==> config.mk <==
export PLATFORM = sky130hd
export DESIGN_NAME = ghod_div
export DESIGN_NICKNAME = d
export VERILOG_FILES = /design/src/rtl/ghod_pkg.sv /design/src/rtl/ghod_div.sv
export SDC_FILE = /design/constraint.sdc
export NUM_CORES = 1
export LEC_CHECK = 0
export ABC_CLOCK_PERIOD_IN_PS = 2400
export BUFFER_PORTS_ARGS = -buffer_cell sky130_fd_sc_hd__buf_2
export CORE_ASPECT_RATIO = 0.6
export CORE_MARGIN = 4
export CORE_UTILIZATION = 45
export DETAILED_ROUTE_END_ITERATION = 16
export GPL_ROUTABILITY_DRIVEN = 0
export PLACE_DENSITY = 0.81
export SYNTH_ARGS = -nofsm -noshare
export SYNTH_HDL_FRONTEND = slang
export SYNTH_SLANG_ARGS = --single-unit
==> constraint.sdc <==
create_clock -name i_clk -period 2.4 [get_ports i_clk]
set_input_delay 0.36 -clock i_clk [delete_from_list [all_inputs] [get_ports i_clk]]
set_output_delay 0.36 -clock i_clk [all_outputs]
set_load 0.02 [all_outputs]
==> src/rtl/ghod_pkg.sv <==
// ----------------------------------------------------------------------------
// ghod_pkg
// Widths, limits, register indexes and shared types of the grid hash compare.
// ----------------------------------------------------------------------------
package ghod_pkg;

    localparam int DEF_MAX_ROWS  = 32;
    localparam int DEF_MAX_COLS  = 16;
    localparam int DEF_HASH_BITS = 64;

    localparam int HASH_W     = 64;
    localparam int ROW_W      = 5;
    localparam int COL_W      = 4;
    localparam int CNT_W      = 10;
    localparam int SUM_W      = 16;
    localparam int AVG_W      = 15;
    localparam int RATIO_W    = 17;
    localparam int DIST_W     = 7;
    localparam int DIV_W      = 26;
    localparam int CFG_IDX_W  = 3;
    localparam int CFG_DATA_W = 7;

    localparam logic [CNT_W-1:0]   COUNT_MAX = '1;
    localparam logic [SUM_W-1:0]   SUM_MAX   = '1;
    localparam logic [AVG_W-1:0]   AVG_MAX   = '1;
    localparam logic [RATIO_W-1:0] RATIO_MAX = 17'h10000;

    typedef enum logic [CFG_IDX_W-1:0] {
        CFG_PREV_ROWS = 3'd0,
        CFG_PREV_COLS = 3'd1,
        CFG_CUR_COLS  = 3'd2,
        CFG_ROW_OFF   = 3'd3,
        CFG_THRESHOLD = 3'd4
    } t_cfg_idx;

    // Compare transaction moving down the distance pipeline.
    typedef struct packed {
        logic valid;
        logic cmp;
        logic last;
    } t_item;

    // Grid totals handed to the divider stage at the end of a grid.
    typedef struct packed {
        logic             valid;
        logic [CNT_W-1:0] compared;
        logic [CNT_W-1:0] matched;
        logic [SUM_W-1:0] total;
    } t_fin;

endpackage

==> src/rtl/ghod_div.sv <==
// ----------------------------------------------------------------------------
// ghod_div
// Radix-2 restoring divider, one quotient bit per cycle.
// ----------------------------------------------------------------------------
module ghod_div (
    input  logic                        i_clk,
    input  logic                        i_rst_n,
    input  logic                        i_start,
    input  logic [ghod_pkg::DIV_W-1:0]  i_dividend,
    input  logic [ghod_pkg::CNT_W-1:0]  i_divisor,
    output logic                        o_done,
    output logic [ghod_pkg::DIV_W-1:0]  o_quotient
);
    import ghod_pkg::*;

    localparam int CW = $clog2(DIV_W + 1);

    logic              r_run;
    logic              r_done;
    logic [CW-1:0]     r_cnt;
    logic [DIV_W-1:0]  r_quo;
    logic [CNT_W-1:0]  r_rem;
    logic [CNT_W-1:0]  r_div;

    logic [CNT_W+1:0]  w_ext;
    logic [CNT_W+1:0]  w_sub;
    logic              w_take;

    assign w_ext  = {1'b0, r_rem, r_quo[DIV_W-1]};
    assign w_sub  = w_ext - {2'b00, r_div};
    assign w_take = !w_sub[CNT_W+1];

    always_ff @(posedge i_clk) begin
        if (i_start) begin
            r_quo <= i_dividend;
            r_rem <= '0;
            r_div <= i_divisor;
        end else if (r_run) begin
            r_rem <= w_take ? w_sub[CNT_W-1:0] : w_ext[CNT_W-1:0];
            r_quo <= {r_quo[DIV_W-2:0], w_take};
        end
    end

    always_ff @(posedge i_clk) begin
        if (!i_rst_n) begin
            r_run  <= 1'b0;
            r_done <= 1'b0;
            r_cnt  <= '0;
        end else begin
            r_done <= 1'b0;
            if (i_start) begin
                r_run <= 1'b1;
                r_cnt <= CW'(DIV_W);
            end else if (r_run) begin
                r_cnt <= r_cnt - 1'b1;
                if (r_cnt == CW'(1)) begin
                    r_run  <= 1'b0;
                    r_done <= 1'b1;
                end
            end
        end
    end

    assign o_done     = r_done;
    assign o_quotient = r_quo;

endmodule

Word-level counts from Yosys, hierarchy flattened --
Cells that the tools add are included.
Storage, ports and cells: logic and storage cells 25, memories 0, ROM bits 0, RAM bits 0, bits of input ports 39, output and inout bits 27, bits in latches 0, bits in registers 53
Operators by class: shift operators 0, div/mod/pow operators 0, muxes and demuxes 9, bitwise logic cells 2, eq/ne operators 1, reductions and logical operators 4, $lt $le $gt $ge 0, add/sub/neg operators 2, multiply operators 0
Operator list (number):
- 26-bit two-way mux | 2
- 11-bit by 10-bit subtractor with 12-bit output | 1
- 10-bit two-way mux | 1
- 5-bit two-way mux | 2
- 5-bit by 1-bit equality test with 1-bit output, second input constant | 1
- 5-bit by 1-bit subtractor with 5-bit output, second input constant | 1
- 1-bit two-way mux | 4
- 3-bit OR reduction | 1
- 1-bit NOT | 2
- 2-bit nonzero test | 1
- 2-bit OR reduction | 1
- 1-bit zero test | 1

Longest topological paths before layout --
depth in word-level cells 4, gate-level depth with buffers 10, mapped depth without buffers 10

Worst setup path before layout --
Ideal clock, no wire load.
path kind reg-to-reg, start point reg r_quo[25], in the netlist o_quotient[25], end point reg r_rem[8], stages on the path, launching flop included 11, required time 2.282 ns, library setup time 0.118 ns, arrival time 2.035 ns, path slack 0.247 ns, cells stage by stage edfxtp_1 > inv_1 > ha_1 > inv_1 > fa_1 > a21oi_1 > o22ai_1 > o41ai_1 > xnor2_1 > mux2i_1 > o21ai_1
On the way: longest elaborated chain between the ends 2
Ends and longest elaborated chain:
- from (decl) | line ghod_div.sv:21 | logic [DIV_W-1:0] r_quo;
- from (signal assigned) | line ghod_div.sv:35 | r_quo <= i_dividend;
- from (signal assigned) | line ghod_div.sv:40 | r_quo <= {r_quo[DIV_W-2:0], w_take};
- 11-bit by 10-bit subtractor with 12-bit output | line ghod_div.sv:30 | assign w_sub = w_ext - {2'b00, r_div};
- 10-bit two-way mux | line ghod_div.sv:39 | r_rem <= w_take ? w_sub[CNT_W-1:0] : w_ext[CNT_W-1:0];
- to (signal assigned) | line ghod_div.sv:39
- to (decl) | line ghod_div.sv:22 | logic [CNT_W-1:0] r_rem;
No other way between the ends. A chain may end at the register's enable or synchronous reset.

Worst setup path in the final report --
start point reg r_div[1], end point reg r_rem[1]
On the way: longest elaborated chain between the ends 2
Ends and longest elaborated chain:
- from (decl) | line ghod_div.sv:23 | logic [CNT_W-1:0] r_div;
- from (signal assigned) | line ghod_div.sv:37 | r_div <= i_divisor;
- 11-bit by 10-bit subtractor with 12-bit output | line ghod_div.sv:30
- 10-bit two-way mux | line ghod_div.sv:39
No other way between the ends.

==> qor.txt <==
Peak VDD IR: 0.337 mV
Post-synth ARST share: 0%
PwrDens: 703 nW/um^2
Global-route usage over all layers: 14.6%
Total Die Area: 7030 um^2
Synth Register Bits: 53
Initial antenna violation count: 0
Max-cap violation count: 0
Number of diodes: 0
I/O Pins: 66
Total Power: 2.21 mW
WP data required: 2.63 ns
Cts hold-fix bufs: 0
Routed WL per cell: 14.1 um
Vias per cell: 4.97
Clock-pin slew on the worst setup and hold paths: 0.11 ns
Fin. Hold Viols: 0
Final WS setup: 0.172 ns
Setup Skew: 0.00906 ns
Synth Cell Area: 2570 um^2
RSZ-0062 raised after global routing: false
Setup_tns: 0 ns
Clock Latency Late Sink: 0.31 ns
HPWL Detailed: 3820 um
Largest cells by area after synthesis: edfxtp_1 42%, dfxtp_1 13%, mux2_2 9.2%
Post-DRT Antenna Nets: 0
WP data arrival: 2.46 ns
Max-slew headroom: 77.6%
Vias: 1779
Row cnt: 20
Area leader, netlist: edfxtp_1
# DRC: 0
TritonCTS clock tree: yes
Worst reg2reg path depth: 9
Status: finished, final reports clean
Leakage: 1.34 nW
Yosys warns: 0
First-pass GRT wire length: 7910 um
Post-Syn Nets: 261
Post CTS Setup Buffer Count: 0
Resized Gates After CTS: 0
Seq/Total Area, Yosys: 55.3%
Total gr overflow: 0
Worst-path fanout max: 5
First-pass DRT Iterations: 4
Post-synthesis average cell area: 12.3 um^2
EDFF count, synth: 36
Post-synth top cells: 36 x edfxtp_1, 23 x nor2_1, 21 x mux2_2
H-tree depth: 2
Synth unique cells: 39
CTS Buf Count: 5
Pre-CTS setup slack: 0.140 ns
Largest net degree at the start of global routing: 27
Setup Viol. Count Final: 0
Fin. max-slew vios: 0
Layout Nets: 332
Num Clock Sinks: 53
Hold path depth: 1
Worst setup SP type: register
Slew @ Worst Pin: 0.332 ns
Vias in the first global route: 1663
Setup CP Type: reg2reg
Chip Height: 66.6 um
Final wirelength: 5050 um
CTS max path bufs: 2
Cell with the most instances after synthesis: edfxtp_1
IO buf count: 65
Top-area cell type share of the netlist area: 42.0%
Clk root buf: clkbuf_8
Starting Density: 48.7%
Die width: 106 um
Share of layout cells above drive strength 1: 37.7%
Core Area: 5280 um^2
Ys flop type: edfxtp_1
Tcrit/Tclk final: 92.8%
Min Tclk post-route: 2.23 ns
Mapped Cells: 209
WHS: 0.212 ns
Iteration-0 DRC Markers: 71
HP Class: in2reg
Peak Freq: 0.449 GHz
Area grow syn2layout: 21.9%
CP Capture Type: register
==> worst max-delay path, cell delays in order (launching register included) <==
cell and delay (ns):
edfxtp_1 0.38, inv_1 0.11, ha_1 0.23, nor2b_1 0.15
o2111ai_2 0.19, nand3_2 0.15, a221o_1 0.40, buf_4 0.19
mux2i_1 0.12, a211oi_1 0.23
==> cell type report <==
type	instances	area (um^2)
fill	422	2140
sequential	53	1420
multi-input combinational	131	1060
timing repair buffer	71	370
tap	77	96.3
clock buffer	5	68.8
inverter	18	67.6
clock inverter	3	47.5
==> through the flow <==
stage	cells	area, um^2	utilization, %
final	358	3140	59.4
after floorplan	209	2570	-
after CTS	358	3120	59.2
after detailed placement	350	3010	57.0
after global placement	350	3010	57.0
after global routing	358	3140	59.4
==> sequential cells by signal, indices dropped and copies added (netlist names) <==
register	count
r_cnt	5
r_div	10
o_done	1
r_run	1
r_rem	10
o_quotient	26
==> layer usage <==
metal  part of all wire (%)  up-vias  GRT usage, %
li1                       -      887             -
met2                     45       48          22.1
met5                      0        -             0
met4                    1.3        0          4.20
met3                    6.7       10          4.16
met1                     47      834          20.5
==> logic make-up after synthesis <==
kind of cell    count (synthesis)  synth area share [%]
simple gates                   45                  8.13
compound gates                 28                  7.74
xor+xnor                       11                  3.75
fa+ha+maj                      13                  6.62
flops                          53                  55.3
mux                            34                  14.7
buf+inv                        25                  3.80
==> cell usage in the layout, fill, tap and decap left out, drive strengths merged, types with 2 or more instances in the layout <==
cell / n
xnor2: 6
dfxtp: 17
nor3: 4
mux2: 27
ha: 12
clkbuf: 5
a211oi: 6
nor2b: 2
nand2: 7
o21ai: 5
mux2i: 7
edfxtp: 36
xor2: 5
a21oi: 7
nand2b: 3
nand3: 3
inv: 20
buf: 71
nor2: 23
==> power by group <==
part	switching, mW	internal (mW)	leakage, nW
clock	0.319	0.319	0.0591
combinational	0.255	0.201	0.777
sequential	0.0421	1.07	0.500
==> final timing paths <==
| path | slack [ns] | from | end |
|---|---|---|---|
| worst min register to register | 0.49 | r_rem[8] | r_rem[8] |
| worst min-delay path | 0.21 | i_divisor[0] | r_div[0] |
| worst max register to register | 0.17 | r_div[1] | r_rem[1] |
| worst max-delay path | 0.17 | r_div[1] | r_rem[1] |
(Power assumes the default switching activity.)
