--- src/rtl/ghod_pkg.sv ---
// ----------------------------------------------------------------------------
// ghod_pkg
// Widths, limits, register indexes and shared types of the grid hash compare.
// ----------------------------------------------------------------------------
package ghod_pkg;

    localparam int DEF_MAX_ROWS  = 32;
    localparam int DEF_MAX_COLS  = 16;
    localparam int DEF_HASH_BITS = 64;

    localparam int HASH_W     = 64;
    localparam int ROW_W      = 5;
    localparam int COL_W      = 4;
    localparam int CNT_W      = 10;
    localparam int SUM_W      = 16;
    localparam int AVG_W      = 15;
    localparam int RATIO_W    = 17;
    localparam int DIST_W     = 7;
    localparam int DIV_W      = 26;
    localparam int CFG_IDX_W  = 3;
    localparam int CFG_DATA_W = 7;

    localparam logic [CNT_W-1:0]   COUNT_MAX = '1;
    localparam logic [SUM_W-1:0]   SUM_MAX   = '1;
    localparam logic [AVG_W-1:0]   AVG_MAX   = '1;
    localparam logic [RATIO_W-1:0] RATIO_MAX = 17'h10000;

    typedef enum logic [CFG_IDX_W-1:0] {
        CFG_PREV_ROWS = 3'd0,
        CFG_PREV_COLS = 3'd1,
        CFG_CUR_COLS  = 3'd2,
        CFG_ROW_OFF   = 3'd3,
        CFG_THRESHOLD = 3'd4
    } t_cfg_idx;

    // Compare transaction moving down the distance pipeline.
    typedef struct packed {
        logic valid;
        logic cmp;
        logic last;
    } t_item;

    // Grid totals handed to the divider stage at the end of a grid.
    typedef struct packed {
        logic             valid;
        logic [CNT_W-1:0] compared;
        logic [CNT_W-1:0] matched;
        logic [SUM_W-1:0] total;
    } t_fin;

endpackage

--- src/rtl/ghod_acc.sv ---
// ----------------------------------------------------------------------------
// ghod_acc
// Hamming distance pipeline and saturating grid accumulators.
// ----------------------------------------------------------------------------
module ghod_acc #(
    parameter int HASH_BITS = ghod_pkg::DEF_HASH_BITS
) (
    input  logic                         i_clk,
    input  logic                         i_rst_n,
    input  ghod_pkg::t_item              i_item,
    input  logic [HASH_BITS-1:0]         i_hash,
    input  logic [HASH_BITS-1:0]         i_rdata,
    input  logic [ghod_pkg::DIST_W-1:0]  i_thr,
    output ghod_pkg::t_fin               o_fin
);
    import ghod_pkg::*;

    localparam int NCH = (HASH_BITS + 7) / 8;

    t_item                r_s1;
    t_item                r_s2;
    t_item                r_s3;
    logic [HASH_BITS-1:0] r_s1_hash;
    logic [NCH-1:0][3:0]  r_s2_part;
    logic [DIST_W-1:0]    r_s3_dist;
    logic [SUM_W-1:0]     r_sum;
    logic [CNT_W-1:0]     r_cnt;
    logic [CNT_W-1:0]     r_mat;
    t_fin                 r_fin;

    logic [NCH*8-1:0]     w_xp;
    logic [NCH-1:0][3:0]  n_part;
    logic [DIST_W-1:0]    n_dist;
    logic [SUM_W:0]       w_sum_ext;
    logic [SUM_W-1:0]     n_sum;
    logic [CNT_W-1:0]     n_cnt;
    logic [CNT_W-1:0]     n_mat;

    assign w_xp = (NCH*8)'(i_rdata ^ r_s1_hash);

    // Count set bits a byte at a time.
    always_comb begin
        for (int c = 0; c < NCH; c++) begin
            n_part[c] = '0;
            for (int b = 0; b < 8; b++) begin
                n_part[c] = n_part[c] + 4'(w_xp[c*8+b]);
            end
        end
    end

    always_comb begin
        n_dist = '0;
        for (int k = 0; k < NCH; k++) begin
            n_dist = n_dist + DIST_W'(r_s2_part[k]);
        end
    end

    assign w_sum_ext = {1'b0, r_sum} + (SUM_W+1)'(r_s3_dist);

    always_comb begin
        n_sum = r_sum;
        n_cnt = r_cnt;
        n_mat = r_mat;
        if (r_s3.valid && r_s3.cmp) begin
            n_sum = w_sum_ext[SUM_W] ? SUM_MAX : w_sum_ext[SUM_W-1:0];
            if (r_cnt != COUNT_MAX) begin
                n_cnt = r_cnt + 1'b1;
            end
            if ((r_s3_dist <= i_thr) && (r_mat != COUNT_MAX)) begin
                n_mat = r_mat + 1'b1;
            end
        end
    end

    always_ff @(posedge i_clk) begin
        r_s1_hash <= i_hash;
        r_s2_part <= n_part;
        r_s3_dist <= n_dist;
    end

    always_ff @(posedge i_clk) begin
        if (!i_rst_n) begin
            r_s1  <= '0;
            r_s2  <= '0;
            r_s3  <= '0;
            r_sum <= '0;
            r_cnt <= '0;
            r_mat <= '0;
            r_fin <= '0;
        end else begin
            r_s1           <= i_item;
            r_s2           <= r_s1;
            r_s3           <= r_s2;
            r_fin.valid    <= r_s3.valid && r_s3.last;
            r_fin.compared <= n_cnt;
            r_fin.matched  <= n_mat;
            r_fin.total    <= n_sum;
            // Clear the totals once the closing cell has been folded in.
            if (r_s3.valid && r_s3.last) begin
                r_sum <= '0;
                r_cnt <= '0;
                r_mat <= '0;
            end else begin
                r_sum <= n_sum;
                r_cnt <= n_cnt;
                r_mat <= n_mat;
            end
        end
    end

    assign o_fin = r_fin;

endmodule

--- config.mk ---
export PLATFORM = sky130hd
export DESIGN_NAME = ghod_acc
export DESIGN_NICKNAME = d
export VERILOG_FILES = /design/src/rtl/ghod_pkg.sv /design/src/rtl/ghod_acc.sv
export SDC_FILE = /design/constraint.sdc
export NUM_CORES = 1
export LEC_CHECK = 0
export ABC_AREA = 1
export BUFFER_PORTS_ARGS = -buffer_cell sky130_fd_sc_hd__buf_4
export CORE_MARGIN = 2
export CORE_UTILIZATION = 55
export DETAILED_ROUTE_END_ITERATION = 6
export PLACE_DENSITY = 0.9
export RECOVER_POWER = 50
export SLEW_MARGIN = 30
export SYNTH_ARGS = -nofsm -noshare
export SYNTH_HDL_FRONTEND = slang
export SYNTH_SLANG_ARGS = --single-unit
--- constraint.sdc ---
create_clock -name i_clk -period 4.6 [get_ports i_clk]
set_input_delay 0.23 -clock i_clk [delete_from_list [all_inputs] [get_ports i_clk]]
set_output_delay 0.23 -clock i_clk [all_outputs]
set_load 0.03 [all_outputs]
## Word-level counts from Yosys, hierarchy flattened

Index checks and enable logic that the tools add are counted.

| word-level totals | value |
|---|---|
| bits in registers | 185 |
| word-level logic and storage cells | 107 |
| output and inout port bits | 37 |

| cells by class | value |
|---|---|
| reduce and logical (&&, ||, !) cells | 4 |
| bitwise operators | 2 |
| mux-type cells | 6 |
| eq/ne operators | 2 |
| $add $sub $neg | 66 |
| order comparisons | 1 |

Operator list:

| kind | count |
|---|---|
| 4-bit by 1-bit adder with 4-bit output | 32 |
| 64-bit XOR | 1 |
| 10-bit two-way mux | 4 |
| 3-bit by 1-bit adder with 4-bit output | 8 |
| 16-bit two-way mux | 2 |
| 7-bit by 4-bit adder with 7-bit output | 4 |
| 2-bit by 1-bit adder with 3-bit output | 8 |
| 10-bit by 1-bit adder with 10-bit output (second input constant) | 2 |
| 10-bit inequality test (second input constant) | 2 |
| 16-bit by 7-bit adder with 17-bit output | 1 |
| 1-bit by 1-bit adder with 2-bit output | 8 |
| 6-bit by 4-bit adder with 7-bit output | 1 |
| 7-bit <= comparator | 1 |
| 5-bit by 4-bit adder with 6-bit output | 1 |
| 4-bit by 4-bit adder with 5-bit output | 1 |
| 1-bit logical AND | 3 |
| 2-bit OR reduction | 1 |
| 1-bit NOT | 1 |

## Longest topological paths before layout

| depth | value |
|---|---|
| depth after elaboration | 8 |
| gate-level depth with buffers | 13 |
| depth with buffers taken out | 13 |

## Worst setup path before layout

Ideal clock, no wire load.

| timing path | value |
|---|---|
| kind | reg-to-reg |
| start | register r_s2_part[2] in the netlist's numbering |
| end | register r_s3_dist[4] |
| setup time | 0.119 ns |
| required time | 4.481 ns |
| path slack | 1.284 ns |
| arrival time | 3.198 ns |
| path buffers | 0 |
| stages on the path, launching flop included | 13 |
| cell sequence | dfxtp_1 inv_1 fa_1 inv_1 fa_1 fa_1 inv_1 fa_1 inv_1 ha_1 inv_1 fa_1 xnor2_1 |

| on the way | value |
|---|---|
| longest elaborated chain between the ends | 7 |

Ends and longest elaborated chain:

| element | line | RTL |
|---|---|---|
| start, declared | ghod_acc.sv:24 | `logic [NCH-1:0][3:0] r_s2_part;` |
| start signal, assigned | ghod_acc.sv:77 | `r_s2_part <= n_part;` |
| 4-bit by 4-bit adder with 5-bit output | ghod_acc.sv:54 | `n_dist = n_dist + DIST_W'(r_s2_part[k]);` |
| 5-bit by 4-bit adder with 6-bit output | ghod_acc.sv:54 |  |
| 6-bit by 4-bit adder with 7-bit output | ghod_acc.sv:54 |  |
| 7-bit by 4-bit adder with 7-bit output (4 in a row) | ghod_acc.sv:54 |  |
| named net n_dist[4] | ghod_acc.sv:33 | `logic [DIST_W-1:0] n_dist;` |
| end signal, assigned | ghod_acc.sv:78 | `r_s3_dist <= n_dist;` |
| end, declared | ghod_acc.sv:25 | `logic [DIST_W-1:0] r_s3_dist;` |

The timed path passes the listed nets, and every way through them passes these cells.
A chain may end at the register's enable or synchronous reset.

## Worst setup path in the final report

| timing path | value |
|---|---|
| start | register r_s2_part[3] in the netlist's numbering |
| end | register r_s3_dist[5] |

The elaborated chain is that of the path after synthesis.

==> flow_summary.ini <==
[flow_run]
timing.max_cap.violations = 0

[global_route]
met2_usage_pct = 54.2
antenna_found_initial = 1
met1_usage_pct = 28.4
top_usage_layer = met2
grt_usage_pct = 29.2
grt_pass1_wl_mm = 35.8
gr-usage-met3_pct = 7.43
grt_overflow = 0
grt_pass1_vias = 7163
grt_start_max_net_pins = 35

[cts]
cts_sinks = 185
htreeDepth = 4
clockBufferDepth = 2
cts_tree = yes
insertion_delay_ps = 450
clkTransAtPathRegs_ps = 70
cts_root_buf = clkbuf_16
post_cts_resized = 0
numCtsBuffers = 17

[floorplan]
die_y_um = 128
rows = 45
dieArea_um2 = 16400
io-pin-count = 177
die-width_um = 128
coreArea_um2 = 15100
initial_core_util_pct = 56.0

[synth]
ys_seq_area_share_pct = 43.7
synth.area.top_cells = dfxtp_1 44%, fa_1 13%, inv_1 7.4%
synth_seq_cells = 185
synthesis.area_um2 = 8470
yosysTopAreaCell = dfxtp_1
syn_area_per_cell_um2 = 9.40
ys.flop_type = dfxtp_1
synth_top_area_share_pct = 43.7
synth-async-reset-ratio_pct = 0
synth_cells = 902
ys_top_cells_by_count = 185 x dfxtp_1, 166 x inv_1, 150 x nand2_1
syn_nets = 1145
synth-edff-count = 0
yosysWarnings = 0
yosysMostFrequentCell = dfxtp_1
synth_cell_types = 36

[setup_path]
required_ps = 4930
crit_chain = inv_1, fa_1, inv_1, fa_1, inv_1, fa_1, fa_1, inv_1, ha_1, a21oi_1, nand2_1, xor2_1
arrival_ps = 4080
end_kind = register
max_stage_delay_ps = 650
worstPathMaxFanout = 4
r2r_start = r_s2_part[3]$_DFF_P_
cp_slowest_cell = fa_1
critPathKind = register to register
ff2ff_path_depth = 12
worstReg2RegEnd = r_s3_dist[5]$_DFF_P_
cp-start-kind = register
reg2reg_slack_ps = 850

[pwr]
cellPowerDensity_nw_per_um2 = 667
vdd_drop_max_mv = 0.673
total_leakage_power_nw = 5.50

[routing]
dr.pass1.iters = 5
vias = 6934
post_drt_wl_per_cell_um = 17.2
viasPerCell = 5.12
wirelength_mm = 23.3
dr.first_iter.drc_count = 552
drt_drc_violations_left = 0
ant_nets = 0

[timing]
post-route-period-util_pct = 81.6
setup_viol = 0
clock.fmax_mhz = 267
report.final.slew_viol_count = 0
rsz0062_at_grt = false
hold_viol_final = 0
fin_skew_ps = 14.5
layout_setup_ws_ps = 848
fin_setup_tns_ps = 0
min_period_ps = 3750
slew_headroom_pct = 56.5
tightest_slew_ps = 651

[placed_design]
hpwlAfterDp_mm = 13.5
numPortBuffers = 176
post-place-ws_ps = 1140
gp_congestion = 0.906

[layout]
syn_to_final_growth_pct = 30.4
fillCellCount = 996
fin_nets = 1396
drive_gt1_share_pct = 17.1

[min_path]
holdPathEnd = r_s2[1]$_SDFF_PN0_
hp-start = i_rst_n
min_path_type = primary input to register
hold_depth = 3

[status]
status = completed
flip-flops by register name, summed over array words and instances (netlist names):
register,flops
r_s1,3
r_s3_dist,7
r_s2_part,32
r_s3,3
r_mat,10
o_fin,37
r_cnt,10
r_s2,3
r_sum,16
r_s1_hash,64
how the worst max path moves through the flow:
stage                                      end                 start  cells past startpoint
final                     r_s3_dist[5]$_DFF_P_  r_s2_part[3]$_DFF_P_                     12
after global routing      r_s3_dist[5]$_DFF_P_  r_s2_part[3]$_DFF_P_                     12
after CTS                 r_s3_dist[4]$_DFF_P_  r_s2_part[2]$_DFF_P_                     12
after detailed placement  r_s3_dist[4]$_DFF_P_  r_s2_part[2]$_DFF_P_                     12
after global placement    r_s3_dist[4]$_DFF_P_  r_s2_part[2]$_DFF_P_                     12
after floorplan           r_s3_dist[4]$_DFF_P_  r_s2_part[2]$_DFF_P_                     12
worst max-delay path: cells and delay by family (launching register included):
kind | cells | cell delay (ps)
and+or+nand+nor | 1 | 80
DFF | 1 | 320
AOI/OAI and AO/OA | 1 | 140
adders and majority gates | 5 | 2580
xor gates and xnor gates | 1 | 140
buffers and inverters | 4 | 380
cell type report:
cell class / count / area, µm² / share of cell area, %
multi-input combinational: 535 / 4060 / 36.8
sequential: 185 / 3700 / 33.5
timing repair buffer: 243 / 1850 / 16.7
inverter: 171 / 642 / 5.81
clock buffer: 20 / 447 / 4.04
tap: 188 / 235 / 2.13
clock inverter: 12 / 111 / 1.01
antenna: 1 / 2.50 / 0.0226
through the flow:
| stage | std cells | instance area [µm²] | hold WS (ps) | util (%) | power [mW] |
|---|---|---|---|---|---|
| 6_report | 1355 | 11100 | 184 | 73.0 | 7.38 |
| 3_3_place_gp | 1255 | 9970 | 334 | 65.8 | 5.16 |
| 2_1_floorplan | 902 | 8470 | 258 | - | 4.63 |
| 4_1_cts | 1354 | 11200 | 166 | 73.9 | 7.09 |
| 3_5_place_dp | 1255 | 9970 | 336 | 65.8 | 5.58 |
| 5_1_grt | 1354 | 11100 | 206 | 73.0 | 7.94 |
power by group:
group	switching, mW	internal [mW]
registers	0.0969	1.89
logic	2.30	1.69
clock network	0.673	0.725
total	3.07	4.31
routing by layer:
layer	up-vias	wire, µm
met3	92	1350
met2	312	12100
met1	3282	8270
met4	0	1560
li1	3248	-
met5	-	0
cell families after synthesis:
logic type	count (synthesis)	synth area share [%]
compound gates	33	1.99
flops	185	43.7
simple gates	319	17.5
xor+xnor	80	8.27
buf+inv	182	8.34
fa+ha+maj	103	20.2
what timing repair did:
item / 4_1_cts / 5_1_grt
endpoints found under the hold margin: 67 / 0
hold buffers: 67 / 0
setup endpoints to repair: 0 / 0
buffers inserted: 0 / 0
placed cells by master (no fill, tap or decap), types with 17 or more instances in the layout:
cell type,count
dfxtp_1,185
inv_1,166
nand2_1,150
buf_4,72
dlygate4sd3_1,67
clkbuf_4,66
xor2_1,64
nor2_1,58
fa_1,56
nand3_1,55
ha_1,47
clkbuf_1,40
a21oi_1,22
clkbuf_16,17
Power figures use the tool's default switching activity.
